### src/hw/rtl/smsort_pkg.sv
// Shared types for the stable descending merge sorter.
// Holds the controller state encoding and the command/status bundles.
// No dependencies.
package smsort_pkg;

    localparam int REC_W   = 64;
    localparam int SCORE_W = 32;

    typedef enum logic [2:0] {
        ST_LOAD,
        ST_PASS_INIT,
        ST_PRIME,
        ST_MERGE,
        ST_OUT_PRIME,
        ST_OUT
    } state_t;

    // Commands from the controller to the datapath
    typedef struct packed {
        logic load_beat;   // input beat accepted
        logic out_prime;   // fetch the first sorted record
        logic prime;       // set up pointers of the next run pair
        logic merge;       // move one record into the destination bank
        logic out_active;  // output beat on offer
        logic out_beat;    // output beat accepted
    } cmd_t;

    // Status from the datapath to the controller
    typedef struct packed {
        logic width_ge_n;  // run width covers the whole set
        logic run_last;    // this merge step ends the run pair
        logic pass_last;   // this run pair ends the pass
        logic out_last;    // output beat holds the final record
    } status_t;

endpackage

### src/hw/rtl/smsort_ctrl.sv
// Controller state machine of the merge sorter.
// Sequences load, merge passes and output; depends on smsort_pkg.
module smsort_ctrl
(
    input  logic                clk,
    input  logic                rst_n,
    input  logic                s_valid,
    input  logic                s_last,
    input  logic                m_ready,
    input  smsort_pkg::status_t status,
    output logic                s_ready,
    output logic                m_valid,
    output smsort_pkg::cmd_t    cmd
);

    smsort_pkg::state_t state_reg;
    smsort_pkg::state_t state_next;

    // State register
    always_ff @(posedge clk or negedge rst_n)
    begin
        if (!rst_n)
        begin
            state_reg <= smsort_pkg::ST_LOAD;
        end
        else
        begin
            state_reg <= state_next;
        end
    end

    // Next state and commands
    always_comb
    begin
        state_next = state_reg;
        cmd        = '0;
        s_ready    = 1'b0;
        m_valid    = 1'b0;
        unique case (state_reg)
            smsort_pkg::ST_LOAD:
            begin
                s_ready       = 1'b1;
                cmd.load_beat = s_valid;
                if (s_valid && s_last)
                begin
                    state_next = smsort_pkg::ST_PASS_INIT;
                end
            end
            smsort_pkg::ST_PASS_INIT:
            begin
                if (status.width_ge_n)
                begin
                    state_next = smsort_pkg::ST_OUT_PRIME;
                end
                else
                begin
                    state_next = smsort_pkg::ST_PRIME;
                end
            end
            smsort_pkg::ST_PRIME:
            begin
                cmd.prime  = 1'b1;
                state_next = smsort_pkg::ST_MERGE;
            end
            smsort_pkg::ST_MERGE:
            begin
                cmd.merge = 1'b1;
                if (status.run_last)
                begin
                    state_next = status.pass_last ? smsort_pkg::ST_PASS_INIT
                                                  : smsort_pkg::ST_PRIME;
                end
            end
            smsort_pkg::ST_OUT_PRIME:
            begin
                cmd.out_prime = 1'b1;
                state_next    = smsort_pkg::ST_OUT;
            end
            smsort_pkg::ST_OUT:
            begin
                m_valid        = 1'b1;
                cmd.out_active = 1'b1;
                cmd.out_beat   = m_ready;
                if (m_ready && status.out_last)
                begin
                    state_next = smsort_pkg::ST_LOAD;
                end
            end
            default:
            begin
                state_next = smsort_pkg::ST_LOAD;
            end
        endcase
    end

endmodule

### config.mk
export PLATFORM = sky130hd
export DESIGN_NAME = smsort_ctrl
export DESIGN_NICKNAME = d
export VERILOG_FILES = /design/src/hw/rtl/smsort_pkg.sv /design/src/hw/rtl/smsort_ctrl.sv
export SDC_FILE = /design/constraint.sdc
export NUM_CORES = 1
export LEC_CHECK = 0
export BUFFER_PORTS_ARGS = -buffer_cell sky130_fd_sc_hd__buf_4
export CAP_MARGIN = 20
export CORE_AREA = 2 2 39 41
export DETAILED_ROUTE_END_ITERATION = 8
export DIE_AREA = 0 0 41 43
export MAX_ROUTING_LAYER = met4
export PLACE_DENSITY = 0.55
export SLEW_MARGIN = 10
export SYNTH_ARGS = -nofsm -noshare
export SYNTH_HDL_FRONTEND = slang
export SYNTH_SLANG_ARGS = --single-unit
### constraint.sdc
create_clock -name clk -period 1.2 [get_ports clk]
set_clock_uncertainty 0.1 [all_clocks]
set_input_delay 0.24 -clock clk [delete_from_list [all_inputs] [get_ports clk]]
set_output_delay 0.24 -clock clk [all_outputs]
set_load 0.01 [all_outputs]
# Word-level counts from Yosys, hierarchy flattened
# Index checks and enable logic that the tools add are counted.
# Widths: inputs -> output; s select.
[op_classes] n_eq_ne=8 muxes=13 reduce_logical=4
[op_table] operator="$pmux 3 s6" n=1
[op_table] operator="$mux 3" n=4
[op_table] operator="$eq 3x2->1 const B" n=2
[op_table] operator="$eq 3x3->1 const B" n=2
[op_table] operator="$mux 1" n=6
[op_table] operator="$ne 2x2->1 const B" n=3
[op_table] operator="$mux 2" n=2
[op_table] operator="$eq 3x1->1 const B" n=1
[op_table] operator="$logic_not 3->1" n=1
[op_table] operator="$reduce_and 3->1" n=1
[op_table] operator="$logic_and 1x1->1" n=2
[totals] ff_bits=3

# Depth between registers and ports, before layout
# Gate-level depths: netlist (run 1).
[depth] depth_word=3 mapped_depth=4

# Worst setup path before layout (run 1)
# OpenSTA, ideal clock, no wires.
[synth_path] kind="register to output" from="register state_reg[1]" to="output cmd[5] in the netlist's numbering" t_arrival_ps=1061 required_ps=860 setup_slack_ps=-201 stages_incl_launch_ff=4 path_cell_list="dfrtp_1 > buf_6 > nor3_1 > and2_1"
[synth_lines] element="start, declared" line="smsort_ctrl.sv:16" rtl="smsort_pkg::state_t state_reg;"
[synth_lines] element="start signal, assigned" line="smsort_ctrl.sv:24" rtl="state_reg <= smsort_pkg::ST_LOAD;"
[synth_lines] element="start signal, assigned" line="smsort_ctrl.sv:28" rtl="state_reg <= state_next;"
[synth_lines] element="end, declared" line="smsort_ctrl.sv:13" rtl="output smsort_pkg::cmd_t cmd"

==> results of run 1 <==
power breakdown:
group / internal, mW / switching (mW)
Combinational: 0.528 / 0.272
Sequential: 0.157 / 0.105
Clock: 0.125 / 0.0538
Total: 0.810 / 0.431
final cells by class:
class	count	area (um2)
clock buffer	4	26.3
fill	144	850
inverter	1	3.75
multi-input combinational	21	174
sequential	3	78.8
tap	16	20.0
timing repair buffer	26	231
per-stage QoR:
step	util (%)	power (mW)	cells	hold WS, ns	TNS [ns]
floorplan	-	0.636	29	-0.156	-0.0804
global placement	29.6	0.824	61	-0.0677	-0.437
detailed placement	29.6	0.824	61	-0.0676	-0.454
CTS	37.4	1.21	70	0.182	-1.98
global route	38.6	1.34	71	0.209	-2.56
finish	38.6	1.24	71	0.196	-1.99
cells in the mapped netlist:
master | number | area, um2
buf_2 | 1 | 5.00
a31oi_1 | 1 | 6.26
a21boi_1 | 1 | 7.51
and3_2 | 1 | 7.51
and2_1 | 1 | 6.26
nor2_1 | 1 | 3.75
nand3b_1 | 1 | 7.51
a21oi_1 | 3 | 15.0
nor2b_4 | 1 | 13.8
buf_4 | 1 | 7.51
nand2_1 | 1 | 3.75
nor3b_1 | 3 | 22.5
and3b_2 | 1 | 10.0
buf_6 | 2 | 22.5
a211o_1 | 1 | 8.76
nor3_1 | 2 | 10.0
and2_2 | 1 | 7.51
nand3_1 | 2 | 10.0
dfrtp_1 | 3 | 75.1
inv_1 | 1 | 3.75
layer usage:
layer	track usage [%]	part of all wire, %	vias up
met5	-	0	-
met4	8.00	0	0
met1	11.4	41	149
met2	11.9	54	6
met3	4.71	5.5	0
li1	-	-	153
worst reg2reg max path: cells and delay by family (launching register included):
kind	cells	cell delay, ns
DFF	1	0.45
AOI/OAI and AO/OA	1	0.11
and+or+nand+nor	2	0.19
buffers and inverters	3	0.39
worst min path at each step:
stage	depth (start not counted)	end	from
finish	3	state_reg[2]	status[3]
detailed placement	1	state_reg[1]	rst_n
CTS	3	state_reg[2]	status[3]
global placement	1	state_reg[1]	rst_n
global route	3	state_reg[2]	status[3]
floorplan	0	state_reg[0]	rst_n
timing repair:
action                                 in CTS  in global routing
setup endpoints to repair                  10                 10
hold buffers                                1                  0
setup buffers                               4                  1
gates resized for setup                    13                  2
pin swaps                                   4                  2
endpoints found under the hold margin       3                  0
kinds of logic after synthesis:
logic type | synth area share, %
AO/OA/AOI/OAI | 14.8
buffers and inverters | 15.3
flip-flops | 29.6
AND/OR/NAND/NOR | 40.4
==> flow_summary_export.csv, run 1 <==
group,metric,value,unit
sta,setup_viol,10,
drt,drt_iter0_drc,1,
sta,worstMarginPinSlew,0.183,ns
cts,cts_max_level,1,
global_route,antenna_found_initial,0,
global_route,grt_max_degree,8,
power_and_ir_drop,ir_worst_vdd,733,uV
worst_setup_path,rr_worst_depth,6,
sta,rsz0062_at_grt,"yes",
status,status,"finished with violations",
worst_setup_path,crit_type,"register to output port",
place,post-place-ws,-0.120,ns
cells_and_area,largest_reg_flops,3,
cts,clkTransAtPathRegs,0.04,ns
place,place_area,409,um2
cts,cts_made_buffers,3,
sta,relSlewSlack,87.8,%
die,initial_core_util,18.4,%
place,gp_congestion,0.753,
worst_setup_path,crit_path_cell_trace,"nor3_4 -> and2_4 -> buf_6",
drt,post_drt_wl_per_cell,9.97,um
worst_hold_path,hp-class,"input pin to register",
synth,synth_cell_types,20,
worst_setup_path,reg2reg_setup_slack,-0.15,ns
power_and_ir_drop,p_leak,0.256,nW
drt,num_vias,308,
global_route,grt_pass1_vias,282,
global_route,grt_pass1_wl,1.06,mm
worst_setup_path,rr_startpoint,"state_reg[0]",
worst_setup_path,crit_path_max_incr_delay,0.44,ns
place,portBuffers,16,
die,pin_count,17,
synth,seq_area_frac_synth,29.6,%
die,core,1380,um2
drt,drc_errors,0,
flow_run,drv_cap,0,
global_route,grt_util_all_layers,9.70,%
sta,period_share,122,%
cells_and_area,syn_to_final_growth,110,%
cells_and_area,stdcell_area,534,um2
cts,clockBufferDepth,2,
worst_setup_path,crit_fanout,7,
worst_setup_path,critPathCapture,"cmd[5]",
cells_and_area,final_common_cell,"buf_4",
drt,drtPass1Iterations,2,
cells_and_area,layout_common_cells,"buf_4, buf_6",
sta,setup_ws,-0.261,ns
sta,maxSlewViolCount,0,
synth,syn_area,254,um2
worst_setup_path,cp_slowest_cell,"dfrtp_2",
worst_setup_path,crit_buf_inv,1,
die,die_w,41,um
sta,fmax,684,MHz
cells_and_area,nNetsFinal,65,
cts,clk_latency,0.23,ns
worst_setup_path,crit_start,"state_reg[2]",
worst_setup_path,crit_path_start_kind,"register",
cts,cts_tree,"done",
synth,synth.net_count,38,
die,row_count,14,
drt,viasPerCell,4.34,
cts,cts.sinks,3,
worst_setup_path,critical_path_arrival,1.12,ns
worst_setup_path,endpoint_kind,"output port",
drt,final_antenna_net_count,0,
worst_setup_path,path_depth,3,
power_and_ir_drop,power_density,2320,nW/um2
synth,syn_inst,29,
cells_and_area,n_antenna_cell,0,
global_route,gr-total-overflow,0,
worst_setup_path,rr_endpoint,"state_reg[1]",
synth,yosysWarnings,0,
place,post-dp-hpwl,491,um
sta,min_period,1.46,ns
die,die_h,43,um
synth,synth.avg_cell_area,8.76,um2
cts,cts_root_buf,"clkbuf_4",
worst_setup_path,critPathRequiredTime,0.86,ns
sta,hold_viol_final,0,
cells_and_area,drive_gt1_share,72.7,%
die,fp.dieArea,1760,um2
synth,ys_ff_latch,3,
drt,totalWireLength,708,um
status,violations,"negative setup slack",
worst_setup_path,cp_top_family,"flip-flops",
Note: power is estimated with default switching activity, not from simulation.
==> inputs of run 2 (changes only) <==
--- a/config.mk
+++ b/config.mk
@@ -11,7 +11,8 @@
 export DETAILED_ROUTE_END_ITERATION = 8
 export DIE_AREA = 0 0 41 43
 export MAX_ROUTING_LAYER = met4
-export PLACE_DENSITY = 0.55
+export PLACE_DENSITY = 0.54
+export RECOVER_POWER = 50
 export SLEW_MARGIN = 10
 export SYNTH_ARGS = -nofsm -noshare
 export SYNTH_HDL_FRONTEND = slang
==> constraint.sdc (replaced) <==
create_clock -name clk -period 1.9 [get_ports clk]
set_clock_uncertainty 0.1 [all_clocks]
set_input_delay 0.38 -clock clk [delete_from_list [all_inputs] [get_ports clk]]
set_output_delay 0.38 -clock clk [all_outputs]
set_load 0.01 [all_outputs]
==> run 2 against run 1 <==
- the flow now finishes without violations
- die area stayed put
- worst hold slack better by 0.14 ns
- cell count is 13% lower
- utilization is 11 points lower
- power is 58% lower
- register-to-register slack better by 0.76 ns
- sequential cell count stayed put
- routed wire length is 17% lower
- combinational power is 70% lower
- clock power is 36% lower
- non-clock buffer count is 9 lower
- critical path type unchanged
- highest routed layer is now met4
==> flow_summary_export.csv, run 2 (synthesis results as in run 1) <==
group,metric,value,unit
worst_setup_path,critPathRequiredTime,1.42,ns
place,post-place-ws,0.419,ns
place,dp.cells,57,
drt,viasPerCell,4.26,
cts,cts_tree,"done",
drt,drc_errors,0,
cts,cts_root_buf,"clkbuf_4",
sta,rsz0062_at_grt,"no",
worst_hold_path,hold_end,"state_reg[2]",
cells_and_area,largest_reg_flops,3,
die,fp.dieArea,1760,um2
worst_setup_path,rr_worst_depth,3,
global_route,grt_max_degree,13,
cells_and_area,layout.cells.non_filler,62,
global_route,gr-total-overflow,0,
drt,post_drt_wl_per_cell,9.45,um
flow_run,drv_cap,0,
sta,period_share,91.4,%
worst_setup_path,cp_slowest_cell,"dfrtp_1",
cts,cts_made_buffers,3,
sta,hold_viol_final,0,
cells_and_area,nNetsFinal,56,
cells_and_area,drive_gt1_share,43.5,%
worst_hold_path,min-delay-start,"status[3]",
sta,setup_viol,0,
cts,clk_latency,0.23,ns
worst_hold_path,hp-class,"input pin to register",
die,row_count,14,
place,gp_congestion,0.681,
worst_setup_path,crit_path_max_incr_delay,0.49,ns
power_and_ir_drop,p_leak,0.186,nW
cts,clkTransAtPathRegs,0.04,ns
power_and_ir_drop,finalPower,518,uW
sta,setup-tns-final,0,ns
cts,cts.sinks,3,
power_and_ir_drop,power_density,1360,nW/um2
worst_hold_path,worstHoldPathCells,3,
cells_and_area,postLayoutCoreUtil,27.5,%
drt,totalWireLength,586,um
cts,post_cts_resized,0,
sta,maxSlewViolCount,0,
global_route,grt_util_all_layers,8.55,%
die,die_h,43,um
cts,cts_max_level,1,
sta,fmax,576,MHz
sta,relSlewSlack,78.9,%
cells_and_area,n_antenna_cell,0,
worst_setup_path,crit_type,"register to output port",
sta,setup_ws,0.163,ns
sta,worstMarginPinSlew,0.316,ns
place,post-dp-hpwl,422,um
die,core,1380,um2
worst_setup_path,endpoint_kind,"output port",
worst_setup_path,rr_startpoint,"state_reg[2]",
cells_and_area,syn_to_final_growth,49.8,%
sta,min_period,1.74,ns
global_route,grt_pass1_wl,938,um
worst_setup_path,crit_path_start_kind,"register",
drt,final_antenna_net_count,0,
drt,drtPass1Iterations,4,
worst_setup_path,rr_endpoint,"state_reg[0]",
global_route,grt_pass1_vias,247,
worst_setup_path,critical_path_arrival,1.26,ns
worst_setup_path,crit_fanout,10,
worst_setup_path,crit_path_cell_trace,"nor2b_1 -> and3_2 -> buf_4",
drt,drt_iter0_drc,4,
worst_setup_path,reg2reg_setup_slack,0.61,ns
place,portBuffers,16,
power_and_ir_drop,ir_worst_vdd,276,uV
die,pin_count,17,
cts,clockBufferDepth,2,
drt,num_vias,264,
die,die_w,41,um
status,status,"finished clean",
global_route,antenna_found_initial,0,
cells_and_area,final_common_cell,"buf_4",
die,initial_core_util,18.4,%
## run 2: cell count changes in the layout (fill, tap and decap cells not counted), moves of 2 or more
cell,change
and2_4,-2
buf_4,-2
buf_6,-9
clkbuf_1,+2
dfrtp_1,+3
dfrtp_2,-3
nor3b_1,+3
nor3b_2,-3
## run 2: worst max path at each step
stage / slack, ns / startpoint / end
after CTS: 0.17 / state_reg[1] / cmd[5]
after global placement: 0.43 / state_reg[1] / cmd[5]
after detailed placement: 0.42 / state_reg[1] / cmd[5]
after global routing: 0.11 / state_reg[2] / cmd[0]
after floorplan: 0.36 / state_reg[1] / cmd[5]
final: 0.16 / state_reg[2] / cmd[0]
## run 2: final cells by class
type / count / area, um2
fillers: 159 / 1000
multi-input cells: 21 / 133
repair buffers: 17 / 123
flip-flops and latches: 3 / 75.1
clock buffers: 4 / 26.3
well taps: 16 / 20.0
inverters: 1 / 3.75
## run 2: what timing repair did
item                      CTS  global route
setup buffers               0             0
hold endpoints to repair    3             0
hold buffers                1             0
## run 2: routing by layer
layer | part of all wire [%] | vias up | global-route usage, %
met2 | 47 | 8 | 10.6
met5 | 0 | - | -
met3 | 9.0 | 2 | 4.71
met4 | 1.9 | 0 | 8.00
li1 | - | 133 | -
met1 | 42 | 121 | 9.03
## run 2: worst max-delay path, delay by kind of cell, from the launching register on
kind | cells | cell delay, ns
buffers and inverters | 1 | 0.11
AND/OR/NAND/NOR | 2 | 0.42
flip-flops | 1 | 0.49
## run 2: through the flow
stage          hold WS (ns)  area, um2
6_report              0.333        380
5_1_grt               0.332        380
4_1_cts               0.328        395
3_5_place_dp         0.0705        359
3_3_place_gp         0.0709        359
2_1_floorplan       -0.0156        254
## run 2: where the power goes
part	internal, mW	switching (mW)	leakage (nW)
combinational	0.143	0.0962	0.133
clock	0.0788	0.0347	0.0150
sequential	0.0926	0.0721	0.0377
==> inputs of run 3 (changes only) <==
--- a/config.mk
+++ b/config.mk
@@ -5,13 +5,13 @@
 export SDC_FILE = /design/constraint.sdc
 export NUM_CORES = 1
 export LEC_CHECK = 0
-export BUFFER_PORTS_ARGS = -buffer_cell sky130_fd_sc_hd__buf_4
 export CAP_MARGIN = 20
 export CORE_AREA = 2 2 39 41
 export DETAILED_ROUTE_END_ITERATION = 8
 export DIE_AREA = 0 0 41 43
+export DONT_BUFFER_PORTS = 1
 export MAX_ROUTING_LAYER = met4
-export PLACE_DENSITY = 0.54
+export PLACE_DENSITY = 0.43
 export RECOVER_POWER = 50
 export SLEW_MARGIN = 10
 export SYNTH_ARGS = -nofsm -noshare
==> run 3 against run 2 <==
- count of clock-buffer cells in the layout is the same
- design area down 28%
- via count down 19%
- cell count shrank 24%
- register-to-register slack better by 0.02 ns
==> flow_summary_export.csv, run 3 (synthesis results as in run 1) <==
group,metric,value,unit
status,status,"finished clean",
die,die_w,41,um
sta,fmax,604,MHz
global_route,grt_util_all_layers,8.46,%
drt,num_vias,213,
worst_setup_path,crit_path_start_kind,"register",
cts,clockBufferDepth,2,
sta,setup_viol,0,
die,die_h,43,um
sta,period_share,87.2,%
place,gp_congestion,0.711,
cells_and_area,nNetsFinal,41,
cts,clk_latency,0.23,ns
die,fp.dieArea,1760,um2
sta,relSlewSlack,74.1,%
sta,setup_ws,0.244,ns
die,pin_count,17,
drt,drtPass1Iterations,2,
power_and_ir_drop,power_density,1650,nW/um2
cells_and_area,drive_gt1_share,19.4,%
die,row_count,14,
cts,cts.sinks,3,
worst_hold_path,hp-class,"input pin to register",
flow_run,drv_cap,0,
worst_setup_path,endpoint_kind,"output port",
global_route,gr-total-overflow,0,
drt,totalWireLength,545,um
cells_and_area,largest_reg_flops,3,
cells_and_area,layout_common_cells,"nor3b_1, a21oi_1, clkbuf_4, dfrtp_1",
global_route,antenna_found_initial,0,
global_route,grt_pass1_wl,897,um
cells_and_area,postLayoutCoreUtil,19.8,%
sta,min_period,1.66,ns
place,post-place-ws,0.474,ns
cts,cts_root_buf,"clkbuf_4",
worst_setup_path,critical_path_arrival,1.18,ns
power_and_ir_drop,p_leak,0.119,nW
cells_and_area,n_antenna_cell,0,
sta,setup-tns-final,0,ns
worst_setup_path,crit_fanout,12,
drt,drt_iter0_drc,4,
sta,hold_viol_final,0,
cells_and_area,syn_to_final_growth,7.88,%
power_and_ir_drop,ir_worst_vdd,237,uV
die,initial_core_util,18.4,%
cts,cts_setup_buffers,0,
worst_setup_path,crit_type,"register to output port",
die,core,1380,um2
drt,drc_errors,0,
cts,cts_made_buffers,3,
cts,clkTransAtPathRegs,0.04,ns
global_route,grt_pass1_vias,207,
sta,worstMarginPinSlew,0.388,ns
cts,cts_max_level,1,
worst_setup_path,critPathRequiredTime,1.42,ns
drt,viasPerCell,4.53,
sta,maxSlewViolCount,0,
sta,rsz0062_at_grt,"no",
cts,cts_tree,"done",
place,portBuffers,0,
drt,final_antenna_net_count,0,
drt,post_drt_wl_per_cell,11.6,um
global_route,grt_max_degree,13,
-- run 3: changes by cell type in the layout (fill, tap and decap cells not counted) --
cell | before | now
and3b_2 | 1 | 0
buf_4 | 14 | 1
and3b_1 | 0 | 1
clkbuf_1 | 3 | 1
-- run 3: layout make-up --
class	count	area [um2]
inverters	1	3.75
repair buffers	2	17.5
multi-input cells	21	131
well taps	16	20.0
flip-flops and latches	3	75.1
clock buffers	4	26.3
fillers	163	1110
-- run 3: final timing paths --
| path | endpoint | from | cells past startpoint | slack, ns |
|---|---|---|---|---|
| setup / recovery | cmd[5] | state_reg[0] | 2 | 0.24 |
| hold / removal | state_reg[2] | status[3] | 2 | 0.21 |
| setup reg to reg | state_reg[0] | state_reg[2] | 3 | 0.63 |
| hold reg to reg | state_reg[1] | state_reg[2] | 1 | 0.49 |
| max in group asynchronous | state_reg[0] | rst_n | 1 | 1.26 |
| min in group asynchronous | state_reg[2] | rst_n | 1 | 0.30 |
-- run 3: critical path: stages (launching register included) --
cell	delay, ns
dfrtp_1	0.48
nor3_1	0.25
and2_1	0.21
-- run 3: per-layer routing --
metal,wire [um],vias up,GRT usage (%)
met5,0,-,-
met4,11,0,8.00
met3,65,2,5.76
met2,267,10,10.9
met1,200,97,7.79
li1,-,104,-
-- run 3: through the flow --
step / cells / hold slack (ns) / power, mW / cell area [um2]
floorplan: 29 / -0.0156 / 0.355 / 254
global placement: 42 / -0.0155 / 0.351 / 246
detailed placement: 42 / -0.0155 / 0.356 / 246
CTS: 47 / 0.207 / 0.475 / 283
global route: 47 / 0.238 / 0.499 / 274
finish: 47 / 0.213 / 0.451 / 274
-- run 3: timing repair --
item,4_1_cts,5_1_grt
hold endpoints to repair,3,0
gates resized for setup,0,0
hold buffers,1,0
-- run 3: report_power, final --
group | internal (mW) | leakage [nW] | switching, mW | total (mW)
Sequential | 0.0927 | 0.0377 | 0.0694 | 0.162
Combinational | 0.0913 | 0.0659 | 0.0861 | 0.177
Clock | 0.0787 | 0.0150 | 0.0331 | 0.112
